===== src/rtl/itrp_pkg.sv =====
package itrp_pkg;

  // Parser phases; codes above the error phase cannot arise and read as errors
  typedef enum logic [3:0] {
    PH_START      = 4'd0,
    PH_TAG        = 4'd1,
    PH_COND       = 4'd2,
    PH_TEXT_START = 4'd3,
    PH_CODE       = 4'd4,
    PH_TEXT       = 4'd5,
    PH_CRLF       = 4'd6,
    PH_LF         = 4'd7,
    PH_ERROR      = 4'd8
  } phase_t;

  // Role reported for each byte
  typedef enum logic [2:0] {
    ROLE_TAG  = 3'd0,
    ROLE_SEP  = 3'd1,
    ROLE_COND = 3'd2,
    ROLE_CODE = 3'd3,
    ROLE_TEXT = 3'd4,
    ROLE_EOL  = 3'd5,
    ROLE_ERR  = 3'd6
  } role_t;

  // Condition word of the response
  typedef enum logic [1:0] {
    COND_OK  = 2'd0,
    COND_NO  = 2'd1,
    COND_BAD = 2'd2
  } cond_t;

  // Character codes
  localparam logic [7:0] CH_LF    = 8'h0A;
  localparam logic [7:0] CH_CR    = 8'h0D;
  localparam logic [7:0] CH_SP    = 8'h20;
  localparam logic [7:0] CH_DQUOTE = 8'h22;
  localparam logic [7:0] CH_PCT   = 8'h25;
  localparam logic [7:0] CH_LPAR  = 8'h28;
  localparam logic [7:0] CH_RPAR  = 8'h29;
  localparam logic [7:0] CH_STAR  = 8'h2A;
  localparam logic [7:0] CH_PLUS  = 8'h2B;
  localparam logic [7:0] CH_LBRK  = 8'h5B;
  localparam logic [7:0] CH_BSL   = 8'h5C;
  localparam logic [7:0] CH_RBRK  = 8'h5D;
  localparam logic [7:0] CH_LBRC  = 8'h7B;
  localparam logic [7:0] CH_CTL_MAX = 8'h1F;
  localparam logic [7:0] CH_DEL   = 8'h7F;
  localparam logic [7:0] CH_SOH   = 8'h01;
  localparam logic [7:0] CH_A     = 8'h41;
  localparam logic [7:0] CH_B     = 8'h42;
  localparam logic [7:0] CH_D     = 8'h44;
  localparam logic [7:0] CH_K     = 8'h4B;
  localparam logic [7:0] CH_N     = 8'h4E;
  localparam logic [7:0] CH_O     = 8'h4F;

  // Width of the packed result word
  localparam int OUT_DATA_W = 16;

  // Tag characters: astring characters other than the plus sign
  function automatic logic is_tag_char(input logic [7:0] c);
    logic r;
    r = 1'b1;
    if (c == CH_RBRK) begin
      r = 1'b1;
    end else if (c <= CH_CTL_MAX || c >= CH_DEL) begin
      r = 1'b0;
    end else begin
      case (c) inside
        CH_LPAR, CH_RPAR, CH_LBRC, CH_SP, CH_BSL, CH_DQUOTE, CH_PCT, CH_STAR, CH_PLUS: begin
          r = 1'b0;
        end
        default: begin
          r = 1'b1;
        end
      endcase
    end
    return r;
  endfunction

  // Text characters: 0x02 to 0x7F without CR and LF
  function automatic logic is_body_char(input logic [7:0] c);
    return (c > CH_SOH) && (c <= CH_DEL) && (c != CH_CR) && (c != CH_LF);
  endfunction

  // Number of letters in each condition word
  function automatic logic [1:0] cond_length(input cond_t w);
    logic [1:0] n;
    case (w)
      COND_BAD: n = 2'd3;
      default:  n = 2'd2;
    endcase
    return n;
  endfunction

  // Expected letter at a given place of a condition word
  function automatic logic [7:0] cond_letter(input cond_t w, input logic [1:0] idx);
    logic [7:0] l;
    l = 8'h00;
    case (w)
      COND_OK: begin
        case (idx)
          2'd0:    l = CH_O;
          2'd1:    l = CH_K;
          default: l = 8'h00;
        endcase
      end
      COND_NO: begin
        case (idx)
          2'd0:    l = CH_N;
          2'd1:    l = CH_O;
          default: l = 8'h00;
        endcase
      end
      COND_BAD: begin
        case (idx)
          2'd0:    l = CH_B;
          2'd1:    l = CH_A;
          2'd2:    l = CH_D;
          default: l = 8'h00;
        endcase
      end
      default: l = 8'h00;
    endcase
    return l;
  endfunction

endpackage


===== src/rtl/imap_tagged_response_parser_top.sv =====
// Tagged IMAP response line parser. Server bytes enter on the in_ stream one word per
// byte; every byte yields exactly one result word on the out_ stream, giving the role of
// the byte, the marks where the tag, the condition word, the text and the line end, the
// latest condition word (OK, NO or BAD) and a fault flag. A line starting with '+' or
// '*', and any other violation of the line form, puts the parser into a fault state that
// only rst_n clears. The block takes one byte per clock while the out_ side is not stalled: a
// byte passes an input register, the combinational next-state logic of the parser and a
// result register, and a stalled out_ side holds the input side back only once both
// registers are full.
module imap_tagged_response_parser_top (
  input  logic                                clk,
  input  logic                                rst_n,
  input  logic                                in_tvalid,
  output logic                                in_tready,
  // [7:0] data_byte
  input  logic [7:0]                          in_tdata,
  output logic                                out_tvalid,
  input  logic                                out_tready,
  // [2:0] byte_role, [3] tag_done, [4] cond_done, [6:5] cond_kind, [7] text_done,
  // [8] line_done, [9] parse_fault, [15:10] zero
  output logic [itrp_pkg::OUT_DATA_W-1:0]     out_tdata
);

  logic                                s1_valid_r;
  logic [7:0]                          s1_data_r;
  logic                                out_valid_r;
  logic [itrp_pkg::OUT_DATA_W-1:0]     out_data_r;
  logic                                proc;

  itrp_pkg::phase_t                    phase_r, phase_nxt;
  logic [1:0]                          cc_r, cc_nxt;
  itrp_pkg::cond_t                     cw_r, cw_nxt;
  logic                                ret_crlf_r, ret_crlf_nxt;
  logic                                prev_br_r;

  logic [7:0]                          c;
  logic [1:0]                          cc_eff;
  logic [1:0]                          cc_inc;
  logic                                err;
  itrp_pkg::role_t                     role;
  logic                                tag_d, cond_d, text_d, line_d, fault;
  logic [itrp_pkg::OUT_DATA_W-1:0]     res_word;

  assign c         = s1_data_r;
  assign proc      = s1_valid_r && (!out_valid_r || out_tready);
  assign in_tready = !s1_valid_r || proc;

  // Count used by the tag and text steps; it starts at zero on entry to either
  always_comb begin
    if (phase_r == itrp_pkg::PH_START || phase_r == itrp_pkg::PH_TEXT_START) begin
      cc_eff = 2'd0;
    end else begin
      cc_eff = cc_r;
    end
    cc_inc = (cc_eff == 2'd3) ? 2'd3 : cc_eff + 2'd1;
  end

  // Next state and per-byte result of the parser
  always_comb begin
    phase_nxt    = phase_r;
    cc_nxt       = cc_r;
    cw_nxt       = cw_r;
    ret_crlf_nxt = ret_crlf_r;
    role         = itrp_pkg::ROLE_ERR;
    tag_d        = 1'b0;
    cond_d       = 1'b0;
    text_d       = 1'b0;
    line_d       = 1'b0;
    fault        = 1'b0;
    err          = 1'b0;
    unique case (phase_r) inside
      itrp_pkg::PH_START, itrp_pkg::PH_TAG: begin
        if (phase_r == itrp_pkg::PH_START &&
            (c == itrp_pkg::CH_PLUS || c == itrp_pkg::CH_STAR)) begin
          err = 1'b1;
        end else if (itrp_pkg::is_tag_char(c)) begin
          cc_nxt    = cc_inc;
          phase_nxt = itrp_pkg::PH_TAG;
          role      = itrp_pkg::ROLE_TAG;
        end else if (cc_eff == 2'd0 || c != itrp_pkg::CH_SP) begin
          err = 1'b1;
        end else begin
          tag_d        = 1'b1;
          role         = itrp_pkg::ROLE_SEP;
          phase_nxt    = itrp_pkg::PH_COND;
          ret_crlf_nxt = 1'b1;
          cc_nxt       = 2'd0;
        end
      end
      itrp_pkg::PH_COND: begin
        if (cc_r == 2'd0) begin
          if (c == itrp_pkg::CH_O) begin
            cw_nxt = itrp_pkg::COND_OK;
            cc_nxt = 2'd1;
            role   = itrp_pkg::ROLE_COND;
          end else if (c == itrp_pkg::CH_N) begin
            cw_nxt = itrp_pkg::COND_NO;
            cc_nxt = 2'd1;
            role   = itrp_pkg::ROLE_COND;
          end else if (c == itrp_pkg::CH_B) begin
            cw_nxt = itrp_pkg::COND_BAD;
            cc_nxt = 2'd1;
            role   = itrp_pkg::ROLE_COND;
          end else begin
            err = 1'b1;
          end
        end else if (cw_r != itrp_pkg::COND_OK && cw_r != itrp_pkg::COND_NO &&
                     cw_r != itrp_pkg::COND_BAD) begin
          err = 1'b1;
        end else if (cc_r >= itrp_pkg::cond_length(cw_r)) begin
          if (c == itrp_pkg::CH_SP) begin
            cond_d    = 1'b1;
            role      = itrp_pkg::ROLE_SEP;
            phase_nxt = itrp_pkg::PH_TEXT_START;
            cc_nxt    = 2'd0;
          end else begin
            err = 1'b1;
          end
        end else if (c == itrp_pkg::cond_letter(cw_r, cc_r)) begin
          cc_nxt = cc_r + 2'd1;
          role   = itrp_pkg::ROLE_COND;
        end else begin
          err = 1'b1;
        end
      end
      itrp_pkg::PH_TEXT_START, itrp_pkg::PH_TEXT: begin
        if (phase_r == itrp_pkg::PH_TEXT_START && c == itrp_pkg::CH_LBRK) begin
          cc_nxt    = 2'd0;
          phase_nxt = itrp_pkg::PH_CODE;
          role      = itrp_pkg::ROLE_CODE;
        end else if (itrp_pkg::is_body_char(c)) begin
          cc_nxt    = cc_inc;
          phase_nxt = itrp_pkg::PH_TEXT;
          role      = itrp_pkg::ROLE_TEXT;
        end else if (cc_eff == 2'd0 || !ret_crlf_r) begin
          err = 1'b1;
        end else begin
          text_d = 1'b1;
          cc_nxt = 2'd0;
          if (c == itrp_pkg::CH_CR) begin
            phase_nxt = itrp_pkg::PH_LF;
            role      = itrp_pkg::ROLE_EOL;
          end else if (c == itrp_pkg::CH_LF) begin
            phase_nxt = itrp_pkg::PH_START;
            role      = itrp_pkg::ROLE_EOL;
            line_d    = 1'b1;
          end else begin
            err = 1'b1;
          end
        end
      end
      itrp_pkg::PH_CODE: begin
        if (prev_br_r && c == itrp_pkg::CH_SP) begin
          phase_nxt = itrp_pkg::PH_TEXT;
          cc_nxt    = 2'd0;
          role      = itrp_pkg::ROLE_SEP;
        end else begin
          role = itrp_pkg::ROLE_CODE;
        end
      end
      itrp_pkg::PH_CRLF, itrp_pkg::PH_LF: begin
        if (phase_r == itrp_pkg::PH_CRLF && c == itrp_pkg::CH_CR) begin
          phase_nxt = itrp_pkg::PH_LF;
          role      = itrp_pkg::ROLE_EOL;
        end else if (c == itrp_pkg::CH_LF) begin
          phase_nxt = itrp_pkg::PH_START;
          role      = itrp_pkg::ROLE_EOL;
          line_d    = 1'b1;
        end else begin
          err = 1'b1;
        end
      end
      default: begin
        err = 1'b1;
      end
    endcase

    // Any violation lands in the sticky fault state with all marks cleared
    if (err) begin
      phase_nxt = itrp_pkg::PH_ERROR;
      role      = itrp_pkg::ROLE_ERR;
      fault     = 1'b1;
      tag_d     = 1'b0;
      cond_d    = 1'b0;
      text_d    = 1'b0;
      line_d    = 1'b0;
    end
  end

  // Pack the result word
  assign res_word = {{(itrp_pkg::OUT_DATA_W - 10){1'b0}}, fault, line_d, text_d,
                     logic'(cw_nxt[1]), logic'(cw_nxt[0]), cond_d, tag_d, role};

  // Input register
  always_ff @(posedge clk) begin
    if (!rst_n) begin
      s1_valid_r <= 1'b0;
    end else if (in_tready) begin
      s1_valid_r <= in_tvalid;
    end
    if (in_tready && in_tvalid) begin
      s1_data_r <= in_tdata;
    end
  end

  // Parser state, updated once for every byte processed
  always_ff @(posedge clk) begin
    if (!rst_n) begin
      phase_r    <= itrp_pkg::PH_START;
      cc_r       <= 2'd0;
      cw_r       <= itrp_pkg::COND_OK;
      ret_crlf_r <= 1'b0;
      prev_br_r  <= 1'b0;
    end else if (proc) begin
      phase_r    <= phase_nxt;
      cc_r       <= cc_nxt;
      cw_r       <= cw_nxt;
      ret_crlf_r <= ret_crlf_nxt;
      prev_br_r  <= (c == itrp_pkg::CH_RBRK);
    end
  end

  // Result register
  always_ff @(posedge clk) begin
    if (!rst_n) begin
      out_valid_r <= 1'b0;
    end else if (!out_valid_r || out_tready) begin
      out_valid_r <= s1_valid_r;
    end
    if (proc) begin
      out_data_r <= res_word;
    end
  end

  assign out_tvalid = out_valid_r;
  assign out_tdata  = out_data_r;

  // Fault state is sticky until reset
  a_fault_sticky: assert property (@(posedge clk) disable iff (!rst_n)
    phase_r == itrp_pkg::PH_ERROR |=> phase_r == itrp_pkg::PH_ERROR)
    else $error("parser left the fault state without reset");

  // A fault result carries the error role
  a_fault_role: assert property (@(posedge clk) disable iff (!rst_n)
    out_valid_r && out_data_r[9] |-> out_data_r[2:0] == itrp_pkg::ROLE_ERR)
    else $error("fault word without error role");

  // A completed line is reported on a line-end byte
  a_line_role: assert property (@(posedge clk) disable iff (!rst_n)
    out_valid_r && out_data_r[8] |-> out_data_r[2:0] == itrp_pkg::ROLE_EOL)
    else $error("line end marked on a byte that is not a line end");

  // Tag, condition and line marks never coincide
  a_marks_excl: assert property (@(posedge clk) disable iff (!rst_n)
    out_valid_r |-> $onehot0({out_data_r[3], out_data_r[4], out_data_r[8]}))
    else $error("several token-end marks on one byte");

  // Text is only reached after a tag has armed the line-end check
  a_text_armed: assert property (@(posedge clk) disable iff (!rst_n)
    phase_r == itrp_pkg::PH_TEXT |-> ret_crlf_r)
    else $error("text phase without a preceding tag");

endmodule

===== config.mk =====
export PLATFORM = sky130hd
export DESIGN_NAME = imap_tagged_response_parser_top
export DESIGN_NICKNAME = d
export VERILOG_FILES = /design/src/rtl/itrp_pkg.sv /design/src/rtl/imap_tagged_response_parser_top.sv
export SDC_FILE = /design/constraint.sdc
export NUM_CORES = 1
export LEC_CHECK = 0
export BUFFER_PORTS_ARGS = -buffer_cell sky130_fd_sc_hd__buf_2
export CAP_MARGIN = 5
export CORE_ASPECT_RATIO = 1.4
export CORE_MARGIN = 5
export CORE_UTILIZATION = 40
export CTS_CLUSTER_SIZE = 10
export DETAILED_ROUTE_END_ITERATION = 6
export MAX_ROUTING_LAYER = met4
export PLACE_DENSITY = 0.64
export SKIP_CTS_REPAIR_TIMING = 1
export SLEW_MARGIN = 20
export SYNTH_ARGS = -nofsm -noshare
export SYNTH_HDL_FRONTEND = slang
export SYNTH_SLANG_ARGS = --single-unit

===== constraint.sdc =====
create_clock -name clk -period 3.05 [get_ports clk]
set_input_delay 0.4575 -clock clk [delete_from_list [all_inputs] [get_ports clk]]
set_output_delay 0.4575 -clock clk [all_outputs]
set_load 0.05 [all_outputs]

# ---- Word level (Yosys, flattened, before mapping)
# Cells that the tools add are included.
dict set report word_totals {
  word_cells 219
  reg_bits 30
  out_inout_bits 18
}
dict set report classes {
  muxes 104
  n_addsub 2
  eq_ne 50
  n_bitwise 7
  n_lt_le_gt_ge 5
  reduce_logical 38
}
# cell n
set ops {}
lappend ops {{2-bit two-way mux} 30}
lappend ops {{4-bit two-way mux} 15}
lappend ops {{8-bit by 6-bit == test with 1-bit output (second input constant)} 7}
lappend ops {{8-bit by 7-bit == test with 1-bit output (second input constant)} 7}
lappend ops {{3-bit two-way mux} 13}
lappend ops {{1-bit two-way mux} 33}
lappend ops {{8-bit two-way mux} 4}
lappend ops {{8-bit one-hot mux with 3 select lines} 1}
lappend ops {{4-bit one-hot mux with 5 select lines} 1}
lappend ops {{10-bit AND reduction} 2}
lappend ops {{4-bit by 3-bit == test with 1-bit output (second input constant)} 4}
lappend ops {{8-bit by 4-bit == test with 1-bit output (second input constant)} 2}
lappend ops {{8-bit by 4-bit inequality test with 1-bit output (second input constant)} 2}
lappend ops {{3-bit inequality test (second input constant)} 5}
lappend ops {{3-bit one-hot mux with 5 select lines} 1}
lappend ops {{7-bit two-way mux} 2}
lappend ops {{7-bit one-hot mux with 2 select lines} 1}
lappend ops {{1-bit logical AND} 11}
lappend ops {{3-bit by 2-bit inequality test with 1-bit output (second input constant)} 3}
lappend ops {{9-bit OR reduction} 1}
lappend ops {{4-bit by 2-bit == test with 1-bit output (second input constant)} 2}
lappend ops {{8-bit == test} 1}
lappend ops {{8-bit by 7-bit greater-or-equal comparator with 1-bit output (second input constant)} 1}
lappend ops {{8-bit by 1-bit greater-than comparator with 1-bit output (second input constant)} 1}
lappend ops {{other kinds (30)} 56}

# ---- Depth between registers and ports, before layout
dict set report depth {
  word_depth 19
  ltp_mapped 9
  depth_no_buf 9
}

# ---- Worst setup path after synthesis
# Ideal clock, no wire load.
dict set report synth_path {
  path_type {reg2reg}
  startpoint {register cc_r[0]}
  endpoint {register out_data_r, in the netlist out_tdata[1] (data pin)}
  path_slack_ps 659
  required_ps 2790
  arrival_ps 2131
  stages_incl_launch_ff 10
  path_buffers 0
  cell_sequence {dfxtp_1 inv_1 ha_1 or2_2 a21oi_1 o21ai_0 a311oi_2 o211ai_4 nor4_1 nand2_1}
}
dict set report synth_between {
  elab_chain_cells 13
  word_cells_on_any_way 38
}
# item line_no
set synth_lines {}
lappend synth_lines {{start, declared} imap_tagged_response_parser_top.sv:31} ;# logic [1:0] cc_r, cc_nxt;
lappend synth_lines {{start signal, assigned} imap_tagged_response_parser_top.sv:216} ;# cc_r <= cc_nxt;
lappend synth_lines {{2-bit == test or 2-bit by 1-bit == test with 1-bit output (tied branches)} {itrp_pkg.sv:117, itrp_pkg.sv:103, itrp_pkg.sv:110}}
lappend synth_lines {{7-bit one-hot mux with 2 select lines or 7-bit two-way mux (tied branches)} -}
lappend synth_lines {{8-bit one-hot mux with 3 select lines} itrp_pkg.sv:101} ;# case (w)
lappend synth_lines {{8-bit two-way mux} imap_tagged_response_parser_top.sv:110} ;# end else if (cc_r >= itrp_pkg::cond_length(cw_r)) begin
lappend synth_lines {{8-bit two-way mux} imap_tagged_response_parser_top.sv:107} ;# end else if (cw_r != itrp_pkg::COND_OK && cw_r != itrp_pkg::COND_NO &&
lappend synth_lines {{8-bit two-way mux} imap_tagged_response_parser_top.sv:91} ;# if (cc_r == 2'd0) begin
lappend synth_lines {{8-bit two-way mux} imap_tagged_response_parser_top.sv:71} ;# unique case (phase_r) inside
lappend synth_lines {{8-bit == test} imap_tagged_response_parser_top.sv:119} ;# end else if (c == itrp_pkg::cond_letter(cw_r, cc_r)) begin
lappend synth_lines {{1-bit two-way mux} imap_tagged_response_parser_top.sv:119}
lappend synth_lines {{1-bit two-way mux} imap_tagged_response_parser_top.sv:110}
lappend synth_lines {{1-bit two-way mux} imap_tagged_response_parser_top.sv:107}
lappend synth_lines {{1-bit two-way mux} imap_tagged_response_parser_top.sv:91}
lappend synth_lines {{1-bit one-hot mux with 5 select lines *} imap_tagged_response_parser_top.sv:71}
lappend synth_lines {{named net err} imap_tagged_response_parser_top.sv:39} ;# logic err;
lappend synth_lines {{end signal, assigned} imap_tagged_response_parser_top.sv:231} ;# out_data_r <= res_word;
lappend synth_lines {{end, declared} imap_tagged_response_parser_top.sv:27} ;# logic [itrp_pkg::OUT_DATA_W-1:0] out_data_r;
# The timed path passes the listed nets; every way through them passes the cells marked *. The select of a mux whose other input is x is not followed.
# A chain may end at the register's enable or synchronous reset.

# ---- Final worst setup path
dict set report layout_path {
  startpoint {register cw_r[1]}
  endpoint {register out_data_r, in the netlist out_tdata[1] (data pin)}
}
dict set report layout_between {
  elab_chain_cells 12
  word_cells_on_any_way 28
}
# item line_no
set layout_lines {}
lappend layout_lines {{start, declared} imap_tagged_response_parser_top.sv:32} ;# itrp_pkg::cond_t cw_r, cw_nxt;
lappend layout_lines {{start signal, assigned} imap_tagged_response_parser_top.sv:211} ;# cw_r <= itrp_pkg::COND_OK;
lappend layout_lines {{start signal, assigned} imap_tagged_response_parser_top.sv:217} ;# cw_r <= cw_nxt;
lappend layout_lines {{2-bit == test (tied with other cells)} {itrp_pkg.sv:90, itrp_pkg.sv:101}}
lappend layout_lines {{8-bit one-hot mux with 3 select lines} itrp_pkg.sv:101}
lappend layout_lines {{8-bit two-way mux} imap_tagged_response_parser_top.sv:110}
lappend layout_lines {{8-bit two-way mux} imap_tagged_response_parser_top.sv:107}
lappend layout_lines {{8-bit two-way mux} imap_tagged_response_parser_top.sv:91}
lappend layout_lines {{8-bit two-way mux} imap_tagged_response_parser_top.sv:71}
lappend layout_lines {{8-bit == test} imap_tagged_response_parser_top.sv:119}
lappend layout_lines {{1-bit two-way mux} imap_tagged_response_parser_top.sv:119}
lappend layout_lines {{1-bit two-way mux} imap_tagged_response_parser_top.sv:110}
lappend layout_lines {{1-bit two-way mux *} imap_tagged_response_parser_top.sv:107}
lappend layout_lines {{1-bit two-way mux *} imap_tagged_response_parser_top.sv:91}
lappend layout_lines {{1-bit one-hot mux with 5 select lines *} imap_tagged_response_parser_top.sv:71}
lappend layout_lines {{named net err} imap_tagged_response_parser_top.sv:39}
# Marks and branches as above.

==> flow_summary.json <==
{
  "routed_wl_um": 5240,
  "cts_made_buffers": 5,
  "ys_types": 69,
  "placed_area_um2": 2350,
  "num_io_pins": 30,
  "fillCellCount": 563,
  "r2r-start": "cw_r[1]",
  "status": "finished clean",
  "ir_drop_mv": 0.237,
  "rr_worst_depth": 8,
  "synthTopCellsByArea": "edfxtp_1, dfxtp_1, nand2_1",
  "post-route-cell-area_um2": 2460,
  "rsz0062_at_grt": "false",
  "clk_latency_ps": 290,
  "syn_avg_cell_area_um2": 8.94,
  "synth_top_area_share_pct": 24.7,
  "initial_core_util_pct": 40.5,
  "cap_violations": 0,
  "worst-setup-path-type": "flip-flop to flip-flop",
  "path_clk_slew_ps": 60,
  "rows": 32,
  "finalNetCount": 286,
  "synth-async-reset-ratio_pct": 0,
  "final_cells": 338,
  "first_global_vias": 1816,
  "syn_inst": 245,
  "place_hpwl_um": 3930,
  "preCtsSetupSlack_ps": 377,
  "clock_path_buffers": 2,
  "drc": 0,
  "dpl.cell_count": 330,
  "crit_fanout": 8,
  "hold_viol": 0,
  "gr-total-overflow": 0,
  "hold_class": "input port to flip-flop",
  "ant_nets": 0,
  "vias": 1922,
  "setup_viol": 0,
  "drt-wirelength-per-cell_um": 15.5,
  "grt_usage_pct": 15.8,
  "fin_ws_ps": 343,
  "seq_area_frac_synth_pct": 35.7,
  "fmax_mhz": 369,
  "endpoint_kind": "flip-flop",
  "portBuffers": 23,
  "mostFrequentLayoutCells": "nand2_1, nor2_1, buf_2",
  "gp_congestion": 0.940,
  "arrival_ps": 2750,
  "fin_worst_skew_ps": 6.51,
  "synth_edf_count": 18,
  "fin_crit_sh_pct": 88.8,
  "routed_via_density": 5.69,
  "p_per_area_nw_per_um2": 440,
  "cts_tree": "built",
  "dieArea_um2": 7070,
  "drive_gt1_share_pct": 21.9,
  "die_y_um": 97.5,
  "synth_largest_area_cell": "edfxtp_1",
  "drt-initial-drc-count": 176,
  "endpoint": "out_tdata[1]",
  "worst_hold_slack_ps": 344,
  "period_needed_ps": 2710,
  "drt-pass1-iter-count": 4,
  "grt_pass1_wl_um": 8570,
  "clock-sinks": 30,
  "n_antenna_cell": 0,
  "start_kind": "flip-flop",
  "required_ps": 3090,
  "startpoint": "cw_r[1]",
  "area_delta_synth_final_pct": 12.3,
  "grt_max_degree": 18,
  "core_um2": 5410,
  "dieWidth_um": 72.5,
  "synth-main-ff-cell": "edfxtp_1",
  "r2r-end": "out_tdata[1]",
  "ys_warn_count": 0,
  "netlist_area_um2": 2190,
  "mostFrequentLayoutCell": "nand2_1",
  "p_leak_nw": 0.885,
  "cts.htree.levels": 2,
  "ys_ff_latch": 30,
  "antenna_found_initial": 0,
  "tns_ps": 0,
  "r2r_slack_ps": 340,
  "cts-root-buf": "clkbuf_8",
  "maxSlewHeadroom_pct": 59.6,
  "finalMaxSlewViolations": 0,
  "worst_slew_pin_slew_ps": 603
}
-- logic make-up (layout without fill, tap and decap cells) --
| group | Yosys count | after routing | synth area share (%) |
|---|---|---|---|
| compound gates | 73 | 73 | 25.0 |
| xor+xnor | 3 | 3 | 1.20 |
| fa+ha+maj | 5 | 5 | 2.86 |
| buf+inv | 27 | 47 | 6.46 |
| flops | 30 | 30 | 35.7 |
| other cells | 1 | 6 | 0.171 |
| simple gates | 106 | 106 | 28.7 |
-- flip-flops by register name, indices dropped and copies added (netlist names) --
signal      count
cw_r            2
out_tvalid      1
out_tdata      10
cc_r            2
ret_crlf_r      1
c               8
prev_br_r       1
phase_r         4
s1_valid_r      1
-- through the flow --
stage / total power, W / utilization, %
final: 0.00108 / 45.5
after global routing: 0.00113 / 45.5
after CTS: 0.00109 / 45.5
after detailed placement: 0.000689 / 43.5
after global placement: 0.000688 / 43.5
after floorplan: 0.000649 / -
-- synthesized netlist by cell type (4+ instances only) --
master and instances:
a21oi_1 20, buf_2 5, edfxtp_1 18, nand3_1 5, nand2_1 28, nand2b_1 4
dfxtp_1 12, o21a_1 5, clkbuf_1 4, nor2_1 24, buf_4 7, inv_1 10
and2_1 7, nor3_1 7, ha_1 5, o21ai_0 13, o211ai_1 4
-- power by group --
group	switching, W	leakage, nW	internal [W]
Sequential	0.0000249	0.271	0.000452
Clock	0.000158	0.0514	0.000243
Combinational	0.000137	0.562	0.0000683
-- layer usage --
metal | track usage (%) | vias up | share of wire [%] | wire (um)
met3 | 3.31 | 20 | 4.6 | 243
met5 | - | - | 0 | 0
met1 | 17.5 | 893 | 40 | 2120
met4 | 8.81 | 0 | 4.6 | 242
met2 | 25.8 | 66 | 50 | 2630
li1 | - | 943 | - | -
-- worst min path at each step --
stage,start,endpoint,slack (ps),cells after the start
2_1_floorplan,prev_br_r,prev_br_r,430,2
3_3_place_gp,prev_br_r,prev_br_r,450,2
3_5_place_dp,ret_crlf_r,ret_crlf_r,460,1
4_1_cts,in_tdata[0],c[0],340,1
5_1_grt,in_tdata[2],c[2],340,1
6_report,in_tdata[0],c[0],340,1
-- critical path: stages (launching register included) --
cell and delay (ps):
dfxtp_1 410, nor2b_2 290, ha_1 280, o21ai_0 350, o2111ai_1 200, a311oi_2 390
o211ai_4 180, nor4_1 280, nand2_1 80
-- area by class of cell --
cell class | instances | area (um2) | share of cell area (%)
clock inverters | 2 | 37.5 | 1.53
flip-flops and latches | 30 | 781 | 31.7
repair buffers | 29 | 160 | 6.51
multi-input cells | 193 | 1290 | 52.3
inverters | 10 | 37.5 | 1.53
well taps | 68 | 85.1 | 3.46
clock buffers | 6 | 72.6 | 2.95
(Power assumes the default switching activity.)
